===== src/hw/rtl/dchs_pkg.sv =====
// package for the data channel hop selector
// holds field widths, command codes, controller states and control/status structs
// no dependencies
`default_nettype none

package dchs_pkg;

  localparam int MAP_W     = 37;  // width of the channel map field
  localparam int CMD_W     = 2;
  localparam int INC_W     = 6;
  localparam int CHAN_W    = 6;
  localparam int CNT_OUT_W = 6;

  localparam logic [INC_W-1:0] INC_RESET = 6'd5;

  typedef enum logic [CMD_W-1:0] {
    CMD_START = 2'd0,
    CMD_MAP   = 2'd1,
    CMD_HOP   = 2'd2
  } cmd_code_t;

  typedef enum logic [2:0] {
    S_IDLE,
    S_SCAN,
    S_MOD_N,
    S_CHECK,
    S_MOD_C,
    S_READ,
    S_EMIT
  } state_t;

  // controller to datapath
  typedef struct packed {
    logic latch_map;
    logic clr_pos;
    logic scan_step;
    logic sum_load;       // load hop position plus increment
    logic sum_step;       // subtract the channel count once
    logic mod_start;      // unmapped mod used count
    logic take_unmapped;
    logic take_direct;
    logic ram_rd;
    logic take_ram;
    logic emit;
  } dchs_cmd_t;

  // datapath to controller
  typedef struct packed {
    logic scan_last;
    logic sum_ge;
    logic mod_done;
    logic direct;
  } dchs_sts_t;

endpackage

`default_nettype wire


===== src/hw/rtl/data_channel_hop_select.sv =====
// top level of the data channel hop selector (channel selection algorithm 1)
// depends on dchs_pkg, dchs_ctrl, dchs_dp
// usage:
//   a transaction is taken when start is high and busy is low. in_command
//   selects start-with-map, apply-map or hop; in_channel_map carries the map.
//   cfg_wr_en/cfg_wr_data write the hop increment; the user must write it
//   while idle (not enforced). every transaction gives exactly one result,
//   shown for one cycle with out_valid; the receiver cannot stall it.
// sequence, accepting edge to out_valid:
//   map commands walk all NUM_CHANNELS channels, one channel per cycle.
//   a hop subtracts NUM_CHANNELS from position plus increment once per cycle
//   until it is below (once at most for increments up to 36); a used channel
//   is taken directly, a remap adds the bit-serial remainder by the
//   used count (6 bits at 37 channels) and a table read.
//   an unknown command goes straight to reporting the current state.
//   busy drops in the cycle out_valid rises; the next transaction may be
//   taken in that same cycle.
// reset:
//   synchronous; hop position and last channel clear, all channels are used,
//   the hop increment returns to 5. the used table needs no clearing.
`default_nettype none

module data_channel_hop_select
  import dchs_pkg::*;
#(
  parameter int NUM_CHANNELS = 37
) (
  input  wire logic                 clk,
  input  wire logic                 rst_n,
  input  wire logic                 start,
  output logic                      busy,
  input  wire logic [CMD_W-1:0]     in_command,
  input  wire logic [MAP_W-1:0]     in_channel_map,
  input  wire logic                 cfg_wr_en,
  input  wire logic [INC_W-1:0]     cfg_wr_data,
  output logic                      out_valid,
  output logic      [CHAN_W-1:0]    out_channel,
  output logic      [CNT_OUT_W-1:0] out_used_count,
  output logic                      out_map_fallback
);

  dchs_cmd_t cmd;
  dchs_sts_t sts;

  dchs_ctrl u_ctrl (
    .clk        (clk),
    .rst_n      (rst_n),
    .start      (start),
    .in_command (in_command),
    .sts        (sts),
    .cmd        (cmd),
    .busy       (busy)
  );

  dchs_dp #(
    .NUM_CHANNELS (NUM_CHANNELS)
  ) u_dp (
    .clk              (clk),
    .rst_n            (rst_n),
    .cmd              (cmd),
    .sts              (sts),
    .in_channel_map   (in_channel_map),
    .cfg_wr_en        (cfg_wr_en),
    .cfg_wr_data      (cfg_wr_data),
    .out_valid        (out_valid),
    .out_channel      (out_channel),
    .out_used_count   (out_used_count),
    .out_map_fallback (out_map_fallback)
  );

endmodule

`default_nettype wire


===== src/hw/rtl/dchs_ram.sv =====
// generic single write port, single read port ram with registered read data
// no dependencies
`default_nettype none

module dchs_ram #(
  parameter int WIDTH = 6,
  parameter int DEPTH = 37
) (
  input  wire logic                     clk,
  input  wire logic                     wr_en,
  input  wire logic [$clog2(DEPTH)-1:0] wr_addr,
  input  wire logic [WIDTH-1:0]         wr_data,
  input  wire logic                     rd_en,
  input  wire logic [$clog2(DEPTH)-1:0] rd_addr,
  output logic      [WIDTH-1:0]         rd_data
);

  logic [WIDTH-1:0] mem_r [DEPTH];
  logic [WIDTH-1:0] rd_data_r;

  always_ff @(posedge clk) begin
    if (wr_en) begin
      mem_r[wr_addr] <= wr_data;
    end
    if (rd_en) begin
      rd_data_r <= mem_r[rd_addr];
    end
  end

  assign rd_data = rd_data_r;

endmodule

`default_nettype wire


===== src/hw/rtl/dchs_mod.sv =====
// iterative remainder unit, restoring, one dividend bit per cycle
// no dependencies
`default_nettype none

module dchs_mod #(
  parameter int DVD_W = 7,
  parameter int DVS_W = 6
) (
  input  wire logic             clk,
  input  wire logic             rst_n,
  input  wire logic             start,
  input  wire logic [DVD_W-1:0] dividend,
  input  wire logic [DVS_W-1:0] divisor,
  output logic                  done,
  output logic      [DVS_W-1:0] remainder
);

  localparam int STEP_W = $clog2(DVD_W + 1);

  logic              busy_r;
  logic              done_r;
  logic [STEP_W-1:0] step_r;
  logic [DVD_W-1:0]  dvd_r;
  logic [DVS_W-1:0]  dvs_r;
  logic [DVS_W-1:0]  rem_r;
  logic [DVS_W:0]    trial;
  logic [DVS_W:0]    diff;
  logic [DVS_W-1:0]  rem_nxt;

  always_comb begin
    trial = {rem_r, dvd_r[DVD_W-1]};
    diff  = trial - {1'b0, dvs_r};
    if (trial >= {1'b0, dvs_r}) begin
      rem_nxt = diff[DVS_W-1:0];
    end else begin
      rem_nxt = trial[DVS_W-1:0];
    end
  end

  always_ff @(posedge clk) begin
    if (!rst_n) begin
      busy_r <= 1'b0;
      done_r <= 1'b0;
      step_r <= '0;
    end else begin
      done_r <= 1'b0;
      if (start) begin
        busy_r <= 1'b1;
        step_r <= STEP_W'(DVD_W);
      end else if (busy_r) begin
        step_r <= step_r - 1'b1;
        if (step_r == STEP_W'(1)) begin
          busy_r <= 1'b0;
          done_r <= 1'b1;
        end
      end
    end
  end

  always_ff @(posedge clk) begin
    if (start) begin
      dvd_r <= dividend;
      dvs_r <= divisor;
      rem_r <= '0;
    end else if (busy_r) begin
      dvd_r <= dvd_r << 1;
      rem_r <= rem_nxt;
    end
  end

  assign done      = done_r;
  assign remainder = rem_r;

endmodule

`default_nettype wire


===== src/hw/rtl/dchs_dp.sv =====
// datapath: link state, map scan, used channel table, remainder unit, result registers
// depends on dchs_pkg, dchs_ram, dchs_mod
`default_nettype none

module dchs_dp
  import dchs_pkg::*;
#(
  parameter int NUM_CHANNELS = 37
) (
  input  wire logic                 clk,
  input  wire logic                 rst_n,
  input  wire dchs_cmd_t            cmd,
  output dchs_sts_t                 sts,
  input  wire logic [MAP_W-1:0]     in_channel_map,
  input  wire logic                 cfg_wr_en,
  input  wire logic [INC_W-1:0]     cfg_wr_data,
  output logic                      out_valid,
  output logic      [CHAN_W-1:0]    out_channel,
  output logic      [CNT_OUT_W-1:0] out_used_count,
  output logic                      out_map_fallback
);

  localparam int AW   = $clog2(NUM_CHANNELS);
  localparam int CNTW = $clog2(NUM_CHANNELS + 1);
  localparam int MW   = (NUM_CHANNELS > MAP_W) ? NUM_CHANNELS : MAP_W;
  localparam int SW   = ((AW > INC_W) ? AW : INC_W) + 1;

  logic [INC_W-1:0]        inc_r;
  logic [AW-1:0]           pos_r;
  logic [NUM_CHANNELS-1:0] used_map_r;
  logic [CNTW-1:0]         count_r;
  logic [AW-1:0]           last_r;
  logic [AW-1:0]           unmapped_r;
  logic [SW-1:0]           sum_r;
  logic [NUM_CHANNELS-1:0] scan_map_r;
  logic [AW-1:0]           idx_r;
  logic [CNTW-1:0]         fill_r;
  logic [CNTW-1:0]         fill_nxt;

  logic                    out_valid_r;
  logic [CHAN_W-1:0]       out_channel_r;
  logic [CNT_OUT_W-1:0]    out_count_r;
  logic                    out_fallback_r;

  logic [MW-1:0]           map_wide;
  logic [NUM_CHANNELS-1:0] map_masked;
  logic                    sum_ge;
  logic                    mod_done;
  logic [CNTW-1:0]         mod_rem;
  logic [AW-1:0]           ram_rdata;
  logic                    scan_bit;
  logic                    scan_last;

  assign map_wide   = MW'(in_channel_map);
  assign map_masked = map_wide[NUM_CHANNELS-1:0];

  assign scan_bit  = scan_map_r[0];
  assign scan_last = (idx_r == AW'(NUM_CHANNELS - 1));
  assign fill_nxt  = fill_r + CNTW'(scan_bit);

  // position plus increment is brought below the channel count by subtraction
  assign sum_ge = (sum_r >= SW'(NUM_CHANNELS));

  dchs_mod #(
    .DVD_W (AW),
    .DVS_W (CNTW)
  ) u_mod (
    .clk       (clk),
    .rst_n     (rst_n),
    .start     (cmd.mod_start),
    .dividend  (unmapped_r),
    .divisor   (count_r),
    .done      (mod_done),
    .remainder (mod_rem)
  );

  dchs_ram #(
    .WIDTH (AW),
    .DEPTH (NUM_CHANNELS)
  ) u_table (
    .clk     (clk),
    .wr_en   (cmd.scan_step && scan_bit),
    .wr_addr (fill_r[AW-1:0]),
    .wr_data (idx_r),
    .rd_en   (cmd.ram_rd),
    .rd_addr (mod_rem[AW-1:0]),
    .rd_data (ram_rdata)
  );

  // link state
  always_ff @(posedge clk) begin
    if (!rst_n) begin
      inc_r      <= INC_RESET;
      pos_r      <= '0;
      used_map_r <= '1;
      count_r    <= CNTW'(NUM_CHANNELS);
      last_r     <= '0;
    end else begin
      if (cfg_wr_en) begin
        inc_r <= cfg_wr_data;
      end
      if (cmd.latch_map) begin
        used_map_r <= map_masked;
      end
      if (cmd.clr_pos) begin
        pos_r <= '0;
      end else if (cmd.take_unmapped) begin
        pos_r <= sum_r[AW-1:0];
      end
      // empty map falls back to every channel
      if (cmd.scan_step && scan_last) begin
        count_r <= (fill_nxt == '0) ? CNTW'(NUM_CHANNELS) : fill_nxt;
      end
      if (cmd.take_direct) begin
        last_r <= unmapped_r;
      end else if (cmd.take_ram) begin
        last_r <= ram_rdata;
      end
    end
  end

  // scan and hop working registers
  always_ff @(posedge clk) begin
    if (cmd.latch_map) begin
      scan_map_r <= map_masked;
      idx_r      <= '0;
      fill_r     <= '0;
    end else if (cmd.scan_step) begin
      scan_map_r <= scan_map_r >> 1;
      idx_r      <= idx_r + 1'b1;
      fill_r     <= fill_nxt;
    end
    if (cmd.sum_load) begin
      sum_r <= SW'(pos_r) + SW'(inc_r);
    end else if (cmd.sum_step) begin
      sum_r <= sum_r - SW'(NUM_CHANNELS);
    end
    if (cmd.take_unmapped) begin
      unmapped_r <= sum_r[AW-1:0];
    end
  end

  // result registers, strobe lasts one cycle
  always_ff @(posedge clk) begin
    if (!rst_n) begin
      out_valid_r <= 1'b0;
    end else begin
      out_valid_r <= cmd.emit;
    end
  end

  always_ff @(posedge clk) begin
    if (cmd.emit) begin
      out_channel_r  <= CHAN_W'(last_r);
      out_count_r    <= CNT_OUT_W'(count_r);
      out_fallback_r <= ~|used_map_r;
    end
  end

  // a hop on a used channel or under fallback needs no table lookup
  assign sts.scan_last = scan_last;
  assign sts.sum_ge    = sum_ge;
  assign sts.mod_done  = mod_done;
  assign sts.direct    = used_map_r[unmapped_r] || (used_map_r == '0);

  assign out_valid        = out_valid_r;
  assign out_channel      = out_channel_r;
  assign out_used_count   = out_count_r;
  assign out_map_fallback = out_fallback_r;

endmodule

`default_nettype wire


===== src/hw/rtl/dchs_ctrl.sv =====
// controller state machine: sequences map scans and hops, drives the datapath
// depends on dchs_pkg
`default_nettype none

module dchs_ctrl
  import dchs_pkg::*;
(
  input  wire logic             clk,
  input  wire logic             rst_n,
  input  wire logic             start,
  input  wire logic [CMD_W-1:0] in_command,
  input  wire dchs_sts_t        sts,
  output dchs_cmd_t             cmd,
  output logic                  busy
);

  state_t state_r;
  state_t state_nxt;

  always_ff @(posedge clk) begin
    if (!rst_n) begin
      state_r <= S_IDLE;
    end else begin
      state_r <= state_nxt;
    end
  end

  always_comb begin
    state_nxt = state_r;
    cmd       = '0;
    case (state_r)
      S_IDLE: begin
        if (start) begin
          case (in_command)
            CMD_START: begin
              cmd.latch_map = 1'b1;
              cmd.clr_pos   = 1'b1;
              state_nxt     = S_SCAN;
            end
            CMD_MAP: begin
              cmd.latch_map = 1'b1;
              state_nxt     = S_SCAN;
            end
            CMD_HOP: begin
              cmd.sum_load = 1'b1;
              state_nxt    = S_MOD_N;
            end
            default: begin
              // unknown command reports current state only
              state_nxt = S_EMIT;
            end
          endcase
        end
      end
      S_SCAN: begin
        cmd.scan_step = 1'b1;
        if (sts.scan_last) begin
          state_nxt = S_EMIT;
        end
      end
      S_MOD_N: begin
        if (sts.sum_ge) begin
          cmd.sum_step = 1'b1;
        end else begin
          cmd.take_unmapped = 1'b1;
          state_nxt         = S_CHECK;
        end
      end
      S_CHECK: begin
        if (sts.direct) begin
          cmd.take_direct = 1'b1;
          state_nxt       = S_EMIT;
        end else begin
          cmd.mod_start = 1'b1;
          state_nxt     = S_MOD_C;
        end
      end
      S_MOD_C: begin
        if (sts.mod_done) begin
          cmd.ram_rd = 1'b1;
          state_nxt  = S_READ;
        end
      end
      S_READ: begin
        cmd.take_ram = 1'b1;
        state_nxt    = S_EMIT;
      end
      S_EMIT: begin
        cmd.emit  = 1'b1;
        state_nxt = S_IDLE;
      end
      default: begin
        state_nxt = S_IDLE;
      end
    endcase
  end

  assign busy = (state_r != S_IDLE);

endmodule

`default_nettype wire


===== config.mk =====
export PLATFORM = sky130hd
export DESIGN_NAME = data_channel_hop_select
export DESIGN_NICKNAME = d
export VERILOG_FILES = /design/src/hw/rtl/dchs_pkg.sv /design/src/hw/rtl/data_channel_hop_select.sv /design/src/hw/rtl/dchs_ram.sv /design/src/hw/rtl/dchs_mod.sv /design/src/hw/rtl/dchs_dp.sv /design/src/hw/rtl/dchs_ctrl.sv
export SDC_FILE = /design/constraint.sdc
export NUM_CORES = 1
export LEC_CHECK = 0
export BUFFER_PORTS_ARGS = -buffer_cell sky130_fd_sc_hd__buf_4
export CAP_MARGIN = 25
export CELL_PAD_IN_SITES_DETAIL_PLACEMENT = 2
export CELL_PAD_IN_SITES_GLOBAL_PLACEMENT = 2
export CORE_ASPECT_RATIO = 1.4
export CORE_MARGIN = 4
export CORE_UTILIZATION = 48
export DETAILED_ROUTE_END_ITERATION = 16
export GPL_ROUTABILITY_DRIVEN = 0
export PLACE_DENSITY = 0.92
export SYNTH_ARGS = -nofsm -noshare
export SYNTH_HDL_FRONTEND = slang
export SYNTH_SLANG_ARGS = --single-unit

===== constraint.sdc =====
create_clock -name clk -period 8 [get_ports clk]
set_clock_uncertainty 0.1 [all_clocks]
set_input_delay 0.8 -clock clk [delete_from_list [all_inputs] [get_ports clk]]
set_output_delay 0.8 -clock clk [all_outputs]
set_load 0.02 [all_outputs]

==> results.toml <==
[outcome]
status = "complete, no violations"

[logic_synthesis]
synthTopCellsByCount = "edfxtp_1, nand2_1, nor2_1"
yosysTopAreaCellShare_pct = 56.6
yosysTopAreaCell = "edfxtp_1"
yosysUniqueCellTypes = 55
synth_edf_count = 303
synth_seq_area_share_pct = 67.5
ys_ff_latch = 391
syn_area_um2 = 16100
synthCells = 1130
synthTopCellsByArea = "edfxtp_1, dfxtp_1, mux4_2"
syn_area_per_cell_um2 = 14.2
synth.most_common_cell = "edfxtp_1"
yosysWarnings = 0
syn_nets = 1201
synthFlopType = "edfxtp_1"
synthArstFlopShare_pct = 0

[worst_setup_path]
critical_path_class = "reg -> reg"
worst_ep_required_time_ps = 8360
start_kind = "flop"
r2r_setup_slack_ps = 4020
end_kind = "flop"
r2r_start = "u_dp.unmapped_r[0]$_DFFE_PP_"
critical_path_arrival_ps = 4340
r2r_cells = 8
worstPathMaxFanout = 18
timing.rr.end = "u_dp.last_r[0]$_SDFFE_PN0P_"

[clock_tree]
cts.sinks = 391
cts_tree = "done"
htreeDepth = 2
cts.clk_slew.worst_paths_ps = 60
cts_root_buf = "clkbuf_16"
cts_resized = 0
cts_buffer_depth = 3
post_cts_buffers = 0
numCtsBuffers = 38
ctsHoldBuffers = 0
insertion_delay_ps = 550

[routing]
drtIter0Drc = 958
via_count = 10100
dr.pass1.iters = 5
finalWirelength_mm = 51.4
avgRoutedWirePerCell_um = 30.9
drc = 0
viasPerCell = 6.08
antenna_left = 0

[timing]
rsz0062_at_grt = "no"
layout_min_cycle_time_ps = 3980
hold_ws_ps = 380
setup_tns_ps = 0
max_freq_mhz = 252
setup_violations = 0
worst_slew_pin_slew_ps = 1020
min_period_over_period_pct = 49.7
slew_headroom_pct = 31.9
finalHoldViolCount = 0
slew_viol_final = 0

[finish]
area_delta_synth_final_pct = 12.9
fin_nets = 1264
nFillCells = 2931
ff_latch_area_um2 = 10900
multi_input_area_um2 = 4890
stdcell_count = 1667
drive_gt1_share_pct = 17.9

[global_route]
grt_max_degree = 81
grt_usage_pct = 28.3
antenna_found_initial = 2
grt_pass1_vias = 11400
grt_overflow = 0
grt_pass1_wl_mm = 76.6

[min_path]
hold_path_depth = 3
min_to = "u_dp.used_map_r[21]$_SDFFE_PN1P_"
hold_class = "in -> reg"
holdCritStartpoint = "in_channel_map[21]"

[die]
fp-row-count = 79
io_pins = 64
dieArea_um2 = 36500
die_h_um = 225
die_w_um = 163
core_um2 = 33100
start_util_pct = 48.6

[pwr]
peakVddDrop_v = 0.000362
p_total_uw = 6210
powerDensity_nw_per_um2 = 342
leakage_uw = 0.00641

[placement]
dp.cells = 1595
portBuffers = 63
dpl.hpwl_mm = 31.8

[flow_run]
maxCapViolCount = 0
-- layer usage --
layer	part of all wire (%)	global-route usage [%]	vias to the layer above	wire, µm
met4	4.0	10.6	2	2030
met2	55	52.1	375	28100
li1	-	-	4313	-
met5	0.014	0	-	7
met1	37	33.5	5320	18900
met3	4.8	4.05	122	2480
-- flip-flops by register name, indices dropped and copies added (netlist names), 7 cells and up --
signal / count
u_dp.scan_map_r: 37
u_dp.sum_r: 7
u_dp.u_table.mem_r: 222
u_dp.used_map_r: 37
-- through the flow --
step	utilization, %	cell area [µm²]	setup slack [ps]
2_1_floorplan	-	16100	5180
3_3_place_gp	51.3	17000	4210
3_5_place_dp	51.4	17000	3950
4_1_cts	54.7	18100	3770
5_1_grt	54.8	18100	3880
6_report	54.8	18200	4020
-- area by class of cell --
| class | instances | share of cell area (%) |
|---|---|---|
| Clock inverter | 15 | 0.386 |
| Timing Repair Buffer | 80 | 3.45 |
| Clock buffer | 53 | 5.72 |
| Multi-Input combinational cell | 656 | 27.0 |
| Sequential cell | 391 | 59.9 |
| Tap cell | 445 | 3.07 |
| Antenna cell | 1 | 0.0138 |
| Inverter | 26 | 0.538 |
-- how the worst max path moves through the flow --
| stage | from | end | slack, ps | cells after the start |
|---|---|---|---|---|
| 4_1_cts | u_dp.u_mod.remainder[0]$_SDFFE_PP0P_ | u_dp.u_mod.remainder[0]$_SDFFE_PP0P_ | 3770 | 9 |
| 2_1_floorplan | u_dp.unmapped_r[0]$_DFFE_PP_ | u_dp.u_mod.dvd_r[1]$_DFFE_PP_ | 5180 | 7 |
| 3_5_place_dp | u_dp.u_mod.remainder[0]$_SDFFE_PP0P_ | u_dp.u_mod.remainder[0]$_SDFFE_PP0P_ | 3950 | 9 |
| 6_report | u_dp.unmapped_r[0]$_DFFE_PP_ | u_dp.last_r[0]$_SDFFE_PN0P_ | 4020 | 8 |
| 3_3_place_gp | u_dp.u_mod.remainder[0]$_SDFFE_PP0P_ | u_dp.u_mod.remainder[0]$_SDFFE_PP0P_ | 4210 | 9 |
| 5_1_grt | u_dp.unmapped_r[0]$_DFFE_PP_ | u_dp.last_r[2]$_SDFFE_PN0P_ | 3880 | 8 |
-- where the power goes --
part | internal (µW) | switching, µW
registers | 2530 | 280
logic | 711 | 988
clock network | 909 | 789
-- cells by family (layout without fill, tap and decap cells) --
| group | count (synthesis) | count (layout) | share of synthesized area (%) |
|---|---|---|---|
| other | 0 | 1 | 0 |
| buffers and inverters | 83 | 174 | 2.07 |
| AO/OA/AOI/OAI | 131 | 131 | 4.76 |
| XOR/XNOR | 21 | 21 | 1.14 |
| adder cells (fa/ha/maj) | 22 | 22 | 1.81 |
| AND/OR/NAND/NOR | 366 | 366 | 9.92 |
| flip-flops | 391 | 391 | 67.5 |
| multiplexers | 116 | 116 | 12.8 |
-- cell usage in the layout, fill, tap and decap left out, drive strengths merged, types with 10 or more instances in the layout --
cell type  Yosys  routed
mux2i         34      34
nor3          10      10
buf           15      80
xor2          12      12
nand2        185     185
clkinv         0      14
a211oi        15      15
ha            20      20
mux2          12      12
inv           26      27
nor2          95      95
o21ai         26      26
dfxtp         88      88
a21oi         66      66
clkbuf        42      53
nand3         16      16
edfxtp       303     303
nor2b         12      12
mux4          70      70
-- critical path, stage by stage, from the launching register on --
cell	delay [ps]
edfxtp_1	980
mux2_2	440
mux4_2	520
o221ai_1	200
o211ai_1	240
o311ai_1	680
buf_2	340
o21ai_0	150
a21oi_1	240
Power figures use the tool's default switching activity.
